`config.mk`:
```
export PLATFORM = sky130hd
export DESIGN_NAME = bitmap_page_run_allocator_flat
export DESIGN_NICKNAME = d
export VERILOG_FILES = /design/src/hdl/bpra_pkg.sv /design/src/hdl/bpra_req_if.sv /design/src/hdl/bpra_rsp_if.sv /design/src/hdl/bpra_store.sv /design/src/hdl/bpra_scan.sv /design/src/hdl/bitmap_page_run_allocator.sv /design/src/flat_wrapper.sv
export SDC_FILE = /design/constraint.sdc
export NUM_CORES = 2
export LEC_CHECK = 0
export BUFFER_PORTS_ARGS = -buffer_cell sky130_fd_sc_hd__buf_2
export CORE_ASPECT_RATIO = 0.5
export CORE_MARGIN = 1
export CORE_UTILIZATION = 45
export CTS_BUF_LIST = sky130_fd_sc_hd__clkbuf_4 sky130_fd_sc_hd__clkbuf_8
export DETAILED_ROUTE_END_ITERATION = 7
export PLACE_DENSITY = 0.72
export SLEW_MARGIN = 20
export SYNTH_ARGS = -nofsm -noshare
export SYNTH_HDL_FRONTEND = slang
export SYNTH_SLANG_ARGS = --single-unit
```
`constraint.sdc`:
```
create_clock -name clock -period 45.4 [get_ports clock]
set_input_delay 4.54 -clock clock [delete_from_list [all_inputs] [get_ports clock]]
set_output_delay 4.54 -clock clock [all_outputs]
set_load 0.05 [all_outputs]
```
`src/hdl/bpra_pkg.sv`:
```
package bpra_pkg;

   localparam int MAP_WORDS   = 8;
   localparam int WORD_BITS   = 64;
   localparam int PAGE_BYTES  = 4096;
   localparam int TOTAL_PAGES = MAP_WORDS * WORD_BITS;
   localparam int BIT_W       = $clog2(WORD_BITS);
   localparam int WORD_W      = (MAP_WORDS > 1) ? $clog2(MAP_WORDS) : 1;
   localparam int PAGE_W      = WORD_W + BIT_W;
   localparam int PAGE_SHIFT  = $clog2(PAGE_BYTES);
   localparam int CNT_W       = 10;
   localparam int ADDR_W      = 64;
   localparam int STATUS_W    = 2;
   localparam int LEN_W       = (PAGE_W + 1 > CNT_W) ? PAGE_W + 1 : CNT_W;

   localparam logic CMD_ALLOC = 1'b0;
   localparam logic CMD_FREE  = 1'b1;

   typedef logic [WORD_BITS-1:0] word_type;

   typedef enum logic [STATUS_W-1:0] {
      ST_DONE    = 2'd0,
      ST_NO_ROOM = 2'd1,
      ST_BAD     = 2'd2
   } status_type;

   typedef enum logic [2:0] {
      S_IDLE,
      S_CHECK,
      S_SCAN,
      S_UPD_RD,
      S_UPD_WR,
      S_FINISH
   } state_type;

   typedef struct packed {
      logic              rd_en;
      logic [WORD_W-1:0] rd_addr;
      logic              wr_en;
      logic [WORD_W-1:0] wr_addr;
      word_type          wr_data;
   } store_req_type;

   typedef struct packed {
      word_type rd_data;
      logic     empty;
      logic     full;
   } store_rsp_type;

   typedef struct packed {
      logic             hit;
      logic [BIT_W-1:0] pos;
      logic [LEN_W-1:0] run_out;
   } scan_res_type;

endpackage

```
`src/hdl/bpra_req_if.sv`:
```
interface bpra_req_if;
   logic                         valid;
   logic                         ready;
   logic                         command;
   logic [bpra_pkg::CNT_W-1:0]   page_count;
   logic [bpra_pkg::ADDR_W-1:0]  page_address;

   modport source (output valid, command, page_count, page_address, input ready);
   modport sink (input valid, command, page_count, page_address, output ready);
endinterface

```
`src/hdl/bpra_rsp_if.sv`:
```
interface bpra_rsp_if;
   logic                           valid;
   logic                           ready;
   logic [bpra_pkg::STATUS_W-1:0]  status;
   logic [bpra_pkg::ADDR_W-1:0]    granted_address;
   logic                           region_empty;
   logic                           region_full;

   modport source (output valid, status, granted_address, region_empty, region_full,
                   input ready);
   modport sink (input valid, status, granted_address, region_empty, region_full,
                 output ready);
endinterface

```
`src/hdl/bpra_store.sv`:
```
module bpra_store (
   input  logic                    clock,
   input  logic                    reset,
   input  bpra_pkg::store_req_type req_in,
   output bpra_pkg::store_rsp_type rsp_out
);

   bpra_pkg::word_type                 occ_mem_ff [bpra_pkg::MAP_WORDS];
   bpra_pkg::word_type                 rd_q_ff;
   logic                               rd_vld_ff;
   logic [bpra_pkg::MAP_WORDS-1:0]     vld_ff;
   logic [bpra_pkg::MAP_WORDS-1:0]     zero_ff;
   logic [bpra_pkg::MAP_WORDS-1:0]     ones_ff;

   always_ff @(posedge clock) begin
      if (req_in.wr_en) begin
         occ_mem_ff[req_in.wr_addr] <= req_in.wr_data;
      end
      if (req_in.rd_en) begin
         rd_q_ff <= occ_mem_ff[req_in.rd_addr];
      end
   end

   // track written entries and per-word empty/full summaries
   always_ff @(posedge clock) begin
      if (reset) begin
         vld_ff    <= '0;
         zero_ff   <= '1;
         ones_ff   <= '0;
         rd_vld_ff <= 1'b0;
      end else begin
         if (req_in.wr_en) begin
            vld_ff[req_in.wr_addr]  <= 1'b1;
            zero_ff[req_in.wr_addr] <= (req_in.wr_data == '0);
            ones_ff[req_in.wr_addr] <= (req_in.wr_data == '1);
         end
         if (req_in.rd_en) begin
            rd_vld_ff <= vld_ff[req_in.rd_addr];
         end
      end
   end

   assign rsp_out.rd_data = rd_vld_ff ? rd_q_ff : '0;
   assign rsp_out.empty   = &zero_ff;
   assign rsp_out.full    = &ones_ff;

   a_no_same_entry: assert property (@(posedge clock) disable iff (reset)
      (req_in.wr_en && req_in.rd_en) |-> (req_in.wr_addr != req_in.rd_addr))
      else $error("read and write hit the same bitmap word");

   a_empty_full_excl: assert property (@(posedge clock) disable iff (reset)
      !(rsp_out.empty && rsp_out.full))
      else $error("bitmap reported empty and full at once");

endmodule

```
`src/hdl/bpra_scan.sv`:
```
module bpra_scan (
   input  bpra_pkg::word_type                used_word,
   input  logic [bpra_pkg::LEN_W-1:0]        prior_run,
   input  logic [bpra_pkg::CNT_W-1:0]        count,
   output bpra_pkg::scan_res_type            res
);

   localparam int BW = bpra_pkg::BIT_W;
   localparam int WB = bpra_pkg::WORD_BITS;
   localparam int LW = bpra_pkg::LEN_W;

   logic [BW:0]     r_lvl [BW+1][WB];
   logic [LW:0]     total [WB];
   logic [WB-1:0]   hit_vec;

   // free-run length ending at each bit, by doubling
   always_comb begin
      for (int j = 0; j < WB; j++) begin
         r_lvl[0][j] = {{BW{1'b0}}, ~used_word[j]};
      end
      for (int k = 0; k < BW; k++) begin
         for (int j = 0; j < WB; j++) begin
            if (r_lvl[k][j] == (BW+1)'(1 << k) && j >= (1 << k)) begin
               r_lvl[k+1][j] = r_lvl[k][j]
                             + r_lvl[k][j - ((j >= (1 << k)) ? (1 << k) : 0)];
            end else begin
               r_lvl[k+1][j] = r_lvl[k][j];
            end
         end
      end
      for (int j = 0; j < WB; j++) begin
         total[j] = (LW+1)'(r_lvl[BW][j])
                  + ((r_lvl[BW][j] == (BW+1)'(j + 1)) ? {1'b0, prior_run} : '0);
         hit_vec[j] = (total[j] >= (LW+1)'(count));
      end
      res.hit = |hit_vec;
      res.pos = '0;
      for (int j = WB - 1; j >= 0; j--) begin
         if (hit_vec[j]) begin
            res.pos = BW'(j);
         end
      end
      res.run_out = total[WB-1][LW-1:0];
   end

endmodule

```
`src/hdl/bitmap_page_run_allocator.sv`:
```
// Channel  | Direction | Payload
// req_chan | in        | command, page_count, page_address
// rsp_chan | out       | status, granted_address, region_empty, region_full
// csr      | in        | region_base (write only)
//
// One request at a time. Errors go from the check state straight to the result. The
// bitmap memory has one read port and one write port and can read one word and write
// one word per cycle, so allocate scans and then marks the bitmap word by word, and
// free clears it word by word. Reset clears the bitmap at once through per-word valid
// flags. A stalled result holds in the output register; the next request is taken while it waits.
module bitmap_page_run_allocator (
   input  logic                          clock,
   input  logic                          reset,
   bpra_req_if.sink                      req_chan,
   bpra_rsp_if.source                    rsp_chan,
   input  logic                          csr_wr_en,
   input  logic [bpra_pkg::ADDR_W-1:0]   csr_wr_data
);

   localparam int WW = bpra_pkg::WORD_W;
   localparam int PW = bpra_pkg::PAGE_W;
   localparam int BW = bpra_pkg::BIT_W;
   localparam int LW = bpra_pkg::LEN_W;
   localparam int AW = bpra_pkg::ADDR_W;

   bpra_pkg::state_type          state_ff, state_in;
   bpra_pkg::status_type         status_ff, status_in;
   logic                         cmd_ff, cmd_in;
   logic [bpra_pkg::CNT_W-1:0]   count_ff, count_in;
   logic [AW-1:0]                diff_ff, diff_in;
   logic                         below_ff, below_in;
   logic [AW-1:0]                base_ff;
   logic [LW-1:0]                run_ff, run_in;
   logic [WW-1:0]                word_ff, word_in;
   logic [PW-1:0]                first_pg_ff, first_pg_in;
   logic [PW-1:0]                last_pg_ff, last_pg_in;
   logic                         set_ff, set_in;

   logic                         rsp_valid_ff, rsp_valid_in;
   bpra_pkg::status_type         rsp_status_ff;
   logic [AW-1:0]                rsp_granted_ff;
   logic                         rsp_empty_ff;
   logic                         rsp_full_ff;
   logic                         rsp_load;

   bpra_pkg::store_req_type      st_req;
   bpra_pkg::store_rsp_type      st_rsp;
   bpra_pkg::scan_res_type       scan_res;

   logic [PW-1:0]                free_first;
   logic [LW:0]                  free_reach;
   logic [PW-1:0]                hit_last;
   logic [BW-1:0]                lo_bit, hi_bit;
   bpra_pkg::word_type           run_mask;

   bpra_store u_store (
      .clock   (clock),
      .reset   (reset),
      .req_in  (st_req),
      .rsp_out (st_rsp)
   );

   bpra_scan u_scan (
      .used_word (st_rsp.rd_data),
      .prior_run (run_ff),
      .count     (count_ff),
      .res       (scan_res)
   );

   assign free_first = diff_ff[bpra_pkg::PAGE_SHIFT +: PW];
   assign free_reach = (LW+1)'(free_first) + (LW+1)'(count_ff);
   assign hit_last   = {word_ff, scan_res.pos};
   assign lo_bit     = (word_ff == first_pg_ff[PW-1:BW]) ? first_pg_ff[BW-1:0] : '0;
   assign hi_bit     = (word_ff == last_pg_ff[PW-1:BW]) ? last_pg_ff[BW-1:0] : '1;
   assign run_mask   = ({bpra_pkg::WORD_BITS{1'b1}} << lo_bit)
                     & ({bpra_pkg::WORD_BITS{1'b1}} >> (BW'(bpra_pkg::WORD_BITS - 1) - hi_bit));

   assign req_chan.ready = (state_ff == bpra_pkg::S_IDLE);

   always_comb begin
      state_in     = state_ff;
      status_in    = status_ff;
      cmd_in       = cmd_ff;
      count_in     = count_ff;
      diff_in      = diff_ff;
      below_in     = below_ff;
      run_in       = run_ff;
      word_in      = word_ff;
      first_pg_in  = first_pg_ff;
      last_pg_in   = last_pg_ff;
      set_in       = set_ff;
      rsp_load     = 1'b0;
      rsp_valid_in = rsp_valid_ff && !rsp_chan.ready;
      st_req       = '0;

      unique case (state_ff)
         bpra_pkg::S_IDLE: begin
            if (req_chan.valid) begin
               cmd_in   = req_chan.command;
               count_in = req_chan.page_count;
               diff_in  = req_chan.page_address - base_ff;
               below_in = (req_chan.page_address < base_ff);
               state_in = bpra_pkg::S_CHECK;
            end
         end
         bpra_pkg::S_CHECK: begin
            status_in = bpra_pkg::ST_DONE;
            if (count_ff == '0) begin
               status_in = bpra_pkg::ST_BAD;
               state_in  = bpra_pkg::S_FINISH;
            end else if (cmd_ff == bpra_pkg::CMD_ALLOC) begin
               if ((LW+1)'(count_ff) > (LW+1)'(bpra_pkg::TOTAL_PAGES)) begin
                  status_in = bpra_pkg::ST_NO_ROOM;
                  state_in  = bpra_pkg::S_FINISH;
               end else begin
                  st_req.rd_en   = 1'b1;
                  st_req.rd_addr = '0;
                  word_in        = '0;
                  run_in         = '0;
                  state_in       = bpra_pkg::S_SCAN;
               end
            end else begin
               if (below_ff || ((diff_ff >> (bpra_pkg::PAGE_SHIFT + PW)) != '0)
                   || free_reach > (LW+1)'(bpra_pkg::TOTAL_PAGES)) begin
                  status_in = bpra_pkg::ST_BAD;
                  state_in  = bpra_pkg::S_FINISH;
               end else begin
                  first_pg_in = free_first;
                  last_pg_in  = PW'(free_reach - (LW+1)'(1));
                  set_in      = 1'b0;
                  state_in    = bpra_pkg::S_UPD_RD;
               end
            end
         end
         bpra_pkg::S_SCAN: begin
            if (scan_res.hit) begin
               last_pg_in  = hit_last;
               first_pg_in = PW'((LW+1)'(hit_last) + (LW+1)'(1) - (LW+1)'(count_ff));
               set_in      = 1'b1;
               state_in    = bpra_pkg::S_UPD_RD;
            end else if (word_ff == WW'(bpra_pkg::MAP_WORDS - 1)) begin
               status_in = bpra_pkg::ST_NO_ROOM;
               state_in  = bpra_pkg::S_FINISH;
            end else begin
               run_in         = scan_res.run_out;
               word_in        = WW'(word_ff + 1'b1);
               st_req.rd_en   = 1'b1;
               st_req.rd_addr = WW'(word_ff + 1'b1);
            end
         end
         bpra_pkg::S_UPD_RD: begin
            st_req.rd_en   = 1'b1;
            st_req.rd_addr = first_pg_ff[PW-1:BW];
            word_in        = first_pg_ff[PW-1:BW];
            state_in       = bpra_pkg::S_UPD_WR;
         end
         bpra_pkg::S_UPD_WR: begin
            st_req.wr_en   = 1'b1;
            st_req.wr_addr = word_ff;
            st_req.wr_data = set_ff ? (st_rsp.rd_data | run_mask)
                                    : (st_rsp.rd_data & ~run_mask);
            if (word_ff == last_pg_ff[PW-1:BW]) begin
               state_in = bpra_pkg::S_FINISH;
            end else begin
               st_req.rd_en   = 1'b1;
               st_req.rd_addr = WW'(word_ff + 1'b1);
               word_in        = WW'(word_ff + 1'b1);
            end
         end
         bpra_pkg::S_FINISH: begin
            if (!rsp_valid_ff || rsp_chan.ready) begin
               rsp_load     = 1'b1;
               rsp_valid_in = 1'b1;
               state_in     = bpra_pkg::S_IDLE;
            end
         end
         default: begin
            state_in = bpra_pkg::S_IDLE;
         end
      endcase
   end

   always_ff @(posedge clock) begin
      if (reset) begin
         state_ff     <= bpra_pkg::S_IDLE;
         rsp_valid_ff <= 1'b0;
         base_ff      <= '0;
      end else begin
         state_ff     <= state_in;
         rsp_valid_ff <= rsp_valid_in;
         if (csr_wr_en) begin
            base_ff <= csr_wr_data;
         end
      end
   end

   always_ff @(posedge clock) begin
      status_ff   <= status_in;
      cmd_ff      <= cmd_in;
      count_ff    <= count_in;
      diff_ff     <= diff_in;
      below_ff    <= below_in;
      run_ff      <= run_in;
      word_ff     <= word_in;
      first_pg_ff <= first_pg_in;
      last_pg_ff  <= last_pg_in;
      set_ff      <= set_in;
      if (rsp_load) begin
         rsp_status_ff  <= status_ff;
         rsp_granted_ff <= (status_ff == bpra_pkg::ST_DONE && cmd_ff == bpra_pkg::CMD_ALLOC)
                         ? base_ff + (AW'(first_pg_ff) << bpra_pkg::PAGE_SHIFT) : '0;
         rsp_empty_ff   <= st_rsp.empty;
         rsp_full_ff    <= st_rsp.full;
      end
   end

   assign rsp_chan.valid           = rsp_valid_ff;
   assign rsp_chan.status          = rsp_status_ff;
   assign rsp_chan.granted_address = rsp_granted_ff;
   assign rsp_chan.region_empty    = rsp_empty_ff;
   assign rsp_chan.region_full     = rsp_full_ff;

   a_accept_to_check: assert property (@(posedge clock) disable iff (reset)
      (req_chan.valid && req_chan.ready) |=> (state_ff == bpra_pkg::S_CHECK))
      else $error("accepted request did not enter check");

   a_finish_holds: assert property (@(posedge clock) disable iff (reset)
      (state_ff == bpra_pkg::S_FINISH && rsp_valid_ff && !rsp_chan.ready)
      |=> (state_ff == bpra_pkg::S_FINISH) && $stable(rsp_granted_ff))
      else $error("result overwritten while output stalled");

   a_hit_in_map: assert property (@(posedge clock) disable iff (reset)
      (state_ff == bpra_pkg::S_SCAN && scan_res.hit)
      |-> ((LW+1)'(count_ff) <= (LW+1)'(hit_last) + (LW+1)'(1)))
      else $error("found run starts before page zero");

endmodule

```
`src/flat_wrapper.sv`:
```
// flat-port wrapper written by rule: the top's interface ports become plain ports
module bitmap_page_run_allocator_flat 
  (clock, reset, csr_wr_en, csr_wr_data, req_chan_valid, req_chan_command, req_chan_page_count, req_chan_page_address, req_chan_ready, rsp_chan_valid, rsp_chan_status, rsp_chan_granted_address, rsp_chan_region_empty, rsp_chan_region_full, rsp_chan_ready);
  bpra_req_if req_chan_i ();
  bpra_rsp_if rsp_chan_i ();
  input  logic clock;
  input  logic reset;
  input  logic csr_wr_en;
  input  logic [bpra_pkg::ADDR_W-1:0] csr_wr_data;
  input wire logic [$bits(req_chan_i.valid)-1:0] req_chan_valid;
  input wire logic [$bits(req_chan_i.command)-1:0] req_chan_command;
  input wire logic [$bits(req_chan_i.page_count)-1:0] req_chan_page_count;
  input wire logic [$bits(req_chan_i.page_address)-1:0] req_chan_page_address;
  output wire logic [$bits(req_chan_i.ready)-1:0] req_chan_ready;
  output wire logic [$bits(rsp_chan_i.valid)-1:0] rsp_chan_valid;
  output wire logic [$bits(rsp_chan_i.status)-1:0] rsp_chan_status;
  output wire logic [$bits(rsp_chan_i.granted_address)-1:0] rsp_chan_granted_address;
  output wire logic [$bits(rsp_chan_i.region_empty)-1:0] rsp_chan_region_empty;
  output wire logic [$bits(rsp_chan_i.region_full)-1:0] rsp_chan_region_full;
  input wire logic [$bits(rsp_chan_i.ready)-1:0] rsp_chan_ready;
  assign req_chan_i.valid = req_chan_valid;
  assign req_chan_i.command = req_chan_command;
  assign req_chan_i.page_count = req_chan_page_count;
  assign req_chan_i.page_address = req_chan_page_address;
  assign req_chan_ready = req_chan_i.ready;
  assign rsp_chan_valid = rsp_chan_i.valid;
  assign rsp_chan_status = rsp_chan_i.status;
  assign rsp_chan_granted_address = rsp_chan_i.granted_address;
  assign rsp_chan_region_empty = rsp_chan_i.region_empty;
  assign rsp_chan_region_full = rsp_chan_i.region_full;
  assign rsp_chan_i.ready = rsp_chan_ready;
  bitmap_page_run_allocator u_core (.clock(clock), .reset(reset), .req_chan(req_chan_i), .rsp_chan(rsp_chan_i), .csr_wr_en(csr_wr_en), .csr_wr_data(csr_wr_data));
endmodule
```
* After elaboration in Yosys (flattened, before gate mapping)
Memories as Yosys holds them, arrays and structs flattened. A register that Yosys moved wholly into a read port is not among the register bits. Index checks and enable logic that the tools add are counted.
Storage, ports and cells: logic and storage cells 1443, bits in writable memories 512, ROM bits 0, output and inout port bits 70, memories 1, input port bits 144, register bits 271, bits in latches 0
Operators by class: div/mod/pow operators 0, $lt $le $gt $ge 70, reductions and logical operators 24, shift operators 2, $add $sub $neg 393, $mul 0, equal/unequal tests 344, bitwise gates (word level) 70, muxes and demuxes 518
Memory list:
- u_core.u_store.occ_mem_ff | words 8, bits a word 64, rd ports 1, clocked after Yosys merged registers in 1, write ports 1, RTL line bpra_store.sv:8 | bpra_pkg::word_type occ_mem_ff [bpra_pkg::MAP_WORDS];
Operators with widths (count):
- $mux 7 | 311
- $add 7x7->7 | 238
- $ge 11x10->1 | 64
- $mux 10 | 69
- $add 7x10->11 | 62
- $eq 7x3->1 const B | 64
- $eq 7x4->1 const B | 64
- $eq 7x5->1 const B | 64
- $eq 7x6->1 const B | 64
- $mux 6 | 66
- $eq 7x2->1 const B | 54
- $and 64x64->64 | 2
- $mux 64 | 2
- $add 1x1->2 | 63
- $mux 9 | 8
- $mux 68 | 1
- $not 1->1 | 65
- $add 64x21->64 | 1
- $eq 64x64->1 const B | 1
- $logic_not 64->1 | 1
- $lt 64x64->1 | 1
- $not 64->64 | 1
- $or 64x64->64 | 1
- $reduce_bool 64->1 | 1
- 60 further kinds | 153

* Longest topological paths before layout
depth after elaboration 86, gate-level depth with buffers 81, depth with buffers taken out 68

* Modules after synthesis
Synthesis repeated with hierarchy kept, for this count alone.
Second synthesis, totals: cell total of the unflattened synthesis 13771, area, all modules 120558.1 um^2
By module, submodules not included:
- bpra_scan | area an instance 81141.6 um^2, cells each 10906, seq. area each 0.0 um^2, instances 1
- bpra_store | area an instance 22881.9 um^2, cells each 1025, seq. area each 17797.1 um^2, instances 1
- bitmap_page_run_allocator | area an instance 16534.6 um^2, cells each 1840, seq. area each 6346.1 um^2, instances 1

* Worst setup path after synthesis
Ideal clock, no wire load.
path kind reg2reg, from reg u_core.u_store.rd_vld_ff, to reg u_core.u_store.rd_vld_ff, setup time 0.115 ns, required time 45.285 ns, arrival 14.793 ns, setup slack 30.492 ns, buffers on the path 15, period minus slack after synthesis 14.908 ns, cell stages (with the launch flop) 67, cells stage by stage dfxtp_1 buf_4 buf_6 buf_6 buf_6 buf_6 buf_6 buf_6 buf_6 buf_2 clkbuf_1 buf_1 buf_1 clkbuf_1 clkbuf_1 and2_1 ha_1 inv_1 (+31 left out) a21oi_1 o21bai_1 a21oi_1 nand2b_1 xnor2_1 and2_1 ha_1 o21ai_0 a21oi_1 a211oi_2 nor4b_2 o2111ai_1 nor4_4 nand4b_2 nor2b_1 nand2_1 nor3b_1 a31o_1
RTL lines:
- start: declaration | RTL line bpra_store.sv:10 | logic rd_vld_ff;
- start signal: assignment | RTL line bpra_store.sv:38 | rd_vld_ff <= vld_ff[req_in.rd_addr];

* Worst setup path in the final report
from reg u_core.u_store.rd_vld_ff, to reg u_core.u_store.rd_q_ff[11], read port of u_core.u_store.occ_mem_ff (data pin)
On the way: word-level cells in the longest chain between the ends 21, elaborated cells on any way between the ends 1223, those cells by class 385 x add/sub; 64 x order compare; 321 x eq/ne; 388 x mux; 64 x bitwise; 1 x reduce/logical
RTL lines:
- $mux 64 (*) | RTL line bpra_store.sv:43 | assign rsp_out.rd_data = rd_vld_ff ? rd_q_ff : '0;
- $not 1->1 | RTL line bpra_scan.sv:19 | r_lvl[0][j] = {{BW{1'b0}}, ~used_word[j]};
- $add 1x1->2 | RTL line bpra_scan.sv:25 | + r_lvl[k][j - ((j >= (1 << k)) ? (1 << k) : 0)];
- $mux 7 / $mux 2 (equally long branches) | RTL line bpra_scan.sv:23 | if (r_lvl[k][j] == (BW+1)'(1 << k) && j >= (1 << k)) begin
- $add 7x7->7 (tied with other cells) | RTL line bpra_scan.sv:25
- $mux 7 | RTL line bpra_scan.sv:23
- $add 7x7->7 (tied with other cells) | RTL line bpra_scan.sv:25
- $mux 7 | RTL line bpra_scan.sv:23
- (+5 left out)
- $mux 7 | RTL line bpra_scan.sv:23
- $eq 7x6->1 / $eq 7x7->1 (equally long branches) | RTL line bpra_scan.sv:33 | + ((r_lvl[BW][j] == (BW+1)'(j + 1)) ? {1'b0, prior_run} : '0);
- $mux 10 | RTL line bpra_scan.sv:33
- $add 7x10->11 | RTL line bpra_scan.sv:33
- $ge 11x10->1 | RTL line bpra_scan.sv:34 | hit_vec[j] = (total[j] >= (LW+1)'(count));
- $reduce_or 64->1 (*) | RTL line bpra_scan.sv:36 | res.hit = |hit_vec;
- $mux 4 (*) | RTL line bitmap_page_run_allocator.sv:136 | if (scan_res.hit) begin
- $pmux 4 s4 (*) | RTL line bitmap_page_run_allocator.sv:96 | unique case (state_ff)
- end: declaration | RTL line bpra_store.sv:9 | bpra_pkg::word_type rd_q_ff;
Every way passes the cells marked *; elsewhere a longest branch is shown, timed or not. A chain may end at the register's enable or synchronous reset.

==> results.py <==
metrics = {
    "global_route": {
        "grtUsageMet3_pct": 12.5,
        "grt_max_degree": 101,
        "busiest_layer": "met2",
        "grt_use_met1_pct": 47.4,
        "grt_pass1_wl_mm": 704,
        "met2_usage_pct": 52.0,
        "antenna_found_initial": 51,
        "grt_pass1_vias": 106000,
        "track_usage_pct": 35.6,
        "grt-ovfl-total": 0,
    },
    "critical_path": {
        "start_kind": "flop",
        "end_kind": "flop",
        "ff2ff_path_depth": 54,
        "reg2reg_setup_slack_ns": 25.73,
        "arrival_ns": 20.23,
        "r2r_start": "u_core.u_store.rd_vld_ff",
        "critPathKind": "reg -> reg",
        "cp_common_cell": "ha_1",
        "cpMaxStageDelayCell": "nor2_1",
        "slowest_delay_ns": 1.02,
        "crit_path_max_fanout": 100,
        "critPathRequiredTime_ns": 45.97,
        "r2r_end": "u_core.u_store.rd_q_ff[11]",
    },
    "logic_synthesis": {
        "yosysTopAreaCell": "ha_1",
        "syn-cell-area_um2": 119000,
        "ys_seq_area_share_pct": 20.3,
        "synth.most_common_cell": "ha_1",
        "synth_top_area_share_pct": 20.1,
        "synthFlopType": "edfxtp_1",
        "yosysWarnings": 0,
        "synth_seq_cells": 835,
        "synth_edf_count": 742,
        "syn_avg_cell_area_um2": 8.49,
        "synth_cell_types": 131,
        "async_flop_share_pct": 0,
        "netlist_top_cells_area": "ha_1 (20%), edfxtp_1 (19%), fa_1 (5.4%)",
        "ys_top_cells_by_count": "ha_1 (1910), inv_1 (1144), nor2_1 (1108), nand2_1 (1094), a21oi_1 (970)",
        "synth_cells": 14000,
    },
    "sta": {
        "rsz0062_at_grt": "false",
        "finalSetupViolCount": 0,
        "clock_skew_ns": 0.0505,
        "finalCritPeriodShare_pct": 43.3,
        "hold_viol": 0,
        "period_minus_slack_ns": 19.67,
        "finalMaxSlewViolations": 0,
        "tightest_slew_ns": 1.37,
        "slew_headroom_pct": 7.96,
        "holdWs_ns": 0.466,
        "fin_setup_tns_ns": 0,
        "fmax_ghz": 0.0509,
    },
    "clock_tree": {
        "clkLatencyLatePin_ns": 0.84,
        "ctsHoldBuffers": 0,
        "cts_root_buf": "clkbuf_8",
        "cts_buffers": 134,
        "cts_resized": 0,
        "cts_setup_buffers": 0,
        "clock-sinks": 835,
        "clk_pin_slew_worst_paths_ns": 0.06,
        "cts_tree": "built",
        "cts-htree-levels": 4,
        "cts_buffer_depth": 3,
    },
    "route": {
        "drt_wl_total_mm": 492,
        "drtIter0Drc": 13000,
        "drc_errors": 0,
        "dr.pass1.iters": 6,
        "wire_per_inst_um": 27.5,
        "ant_nets": 0,
        "via_count": 113000,
        "via_per_inst": 6.34,
    },
    "cells_and_area": {
        "layout.nets": 16600,
        "drive_gt1_share_pct": 7.36,
        "syn_to_final_growth_pct": 7.60,
        "fin_cells": 17900,
        "fill_cells": 24800,
    },
    "place": {
        "place_inst": 17600,
        "gp_congestion": 1.11,
        "io_buffer_count": 213,
        "place_hpwl_mm": 388,
    },
    "min_path": {
        "whs_endpoint": "u_core.u_store.vld_ff[3]",
        "worstHoldPathType": "reg -> reg",
        "holdPathStages": 2,
        "worstHoldStart": "u_core.u_store.vld_ff[3]",
    },
    "floorplan": {
        "die_area_um2": 266000,
        "io_pins": 214,
        "die_y_um": 365,
        "die_w_um": 729,
        "start_util_pct": 45.6,
        "rows": 132,
        "core_um2": 261000,
    },
    "job": {
        "maxCapViolCount": 0,
    },
    "status": {
        "run_status": "completed",
    },
}
## worst max-delay path: cells and delay by family (launching register included)
kind | cells | cell delay [ns]
flops | 1 | 0.68
simple gates | 21 | 7.32
compound gates | 14 | 3.61
buf+inv | 8 | 3.83
xor+xnor | 2 | 0.61
mux | 1 | 0.28
fa+ha+maj | 8 | 2.77
## metrics by stage
stage / cell area [um^2] / util (%) / setup slack (ns)
global route: 128000 / 49.0 / 25.14
floorplan: 119000 / - / 30.49
CTS: 128000 / 49.0 / 26.53
finish: 128000 / 49.0 / 25.73
global placement: 125000 / 47.9 / 26.34
detailed placement: 125000 / 47.9 / 26.60
## logic make-up (layout without fill, tap and decap cells)
logic type	count (synthesis)	count (layout)	synth area share [%]
AO/OA/AOI/OAI	3740	3740	21.2
adder cells (fa/ha/maj)	2234	2234	25.5
multiplexers	182	182	1.55
AND/OR/NAND/NOR	4543	4543	19.5
XOR/XNOR	935	935	6.89
flip-flops	835	835	20.3
buffers and inverters	1526	1865	5.03
other	1	69	0.00316
## area by class of cell
class	count	area (um^2)	area share [%]
inverters	1175	4430	3.46
clock buffers	182	2230	1.74
flip-flops and latches	835	24100	18.9
clock inverters	50	482	0.377
diodes	43	108	0.0841
repair buffers	458	2990	2.33
multi-input cells	11700	89100	69.7
well taps	3484	4360	3.41
## worst max-delay path by stage
stage,from,end,slack [ns],depth (start not counted)
2_1_floorplan,u_core.u_store.rd_vld_ff,u_core.u_store.rd_vld_ff,30.49,66
4_1_cts,u_core.u_store.rd_vld_ff,u_core.u_store.rd_q_ff[11],26.53,57
3_3_place_gp,u_core.u_store.rd_vld_ff,u_core.u_store.rd_q_ff[22],26.34,57
6_report,u_core.u_store.rd_vld_ff,u_core.u_store.rd_q_ff[11],25.73,54
3_5_place_dp,u_core.u_store.rd_vld_ff,u_core.u_store.rd_q_ff[11],26.60,57
5_1_grt,u_core.u_store.rd_vld_ff,u_core.u_store.rd_q_ff[11],25.14,57
## metal layers
metal / routed length, um / vias up
met4: 22800 / 30
met1: 207000 / 55000
met2: 200000 / 5848
li1: - / 51400
met3: 62100 / 1048
met5: 621 / -
## cell usage in the layout (no fill, tap or decap), drive strengths merged, types with 123 or more instances in the layout
cell type,count
ha,1910
inv,1175
nor2,1110
nand2,1094
a21oi,975
edfxtp,742
a21o,632
o21ai,627
xnor2,613
buf,458
and2,422
nand3,347
xor2,322
fa,319
nor2b,254
o21bai,243
nor3,240
nand2b,192
clkbuf,182
and3,166
mux2i,166
nor4,156
o21a,147
a211oi,138
or3,123
## sequential cells by signal (all words and copies together), names as in the netlist, 2 cells and up
name / flops
u_core.word_ff: 3
u_core.base_ff: 64
u_core.rsp_chan.granted_address: 64
u_core.run_ff: 10
u_core.rsp_chan.status: 2
u_core.u_store.rd_q_ff: 64
u_core.u_store.ones_ff: 8
u_core.last_pg_ff: 9
u_core.diff_ff: 52
u_core.first_pg_ff: 9
u_core.count_ff: 10
u_core.status_ff: 2
u_core.u_store.vld_ff: 8
u_core.state_ff: 3
u_core.u_store.zero_ff: 8
u_core.u_store.occ_mem_ff: 512
Power is not shown: default switching activity piles up to over one toggle a cycle in this logic, so the estimate is an artifact.
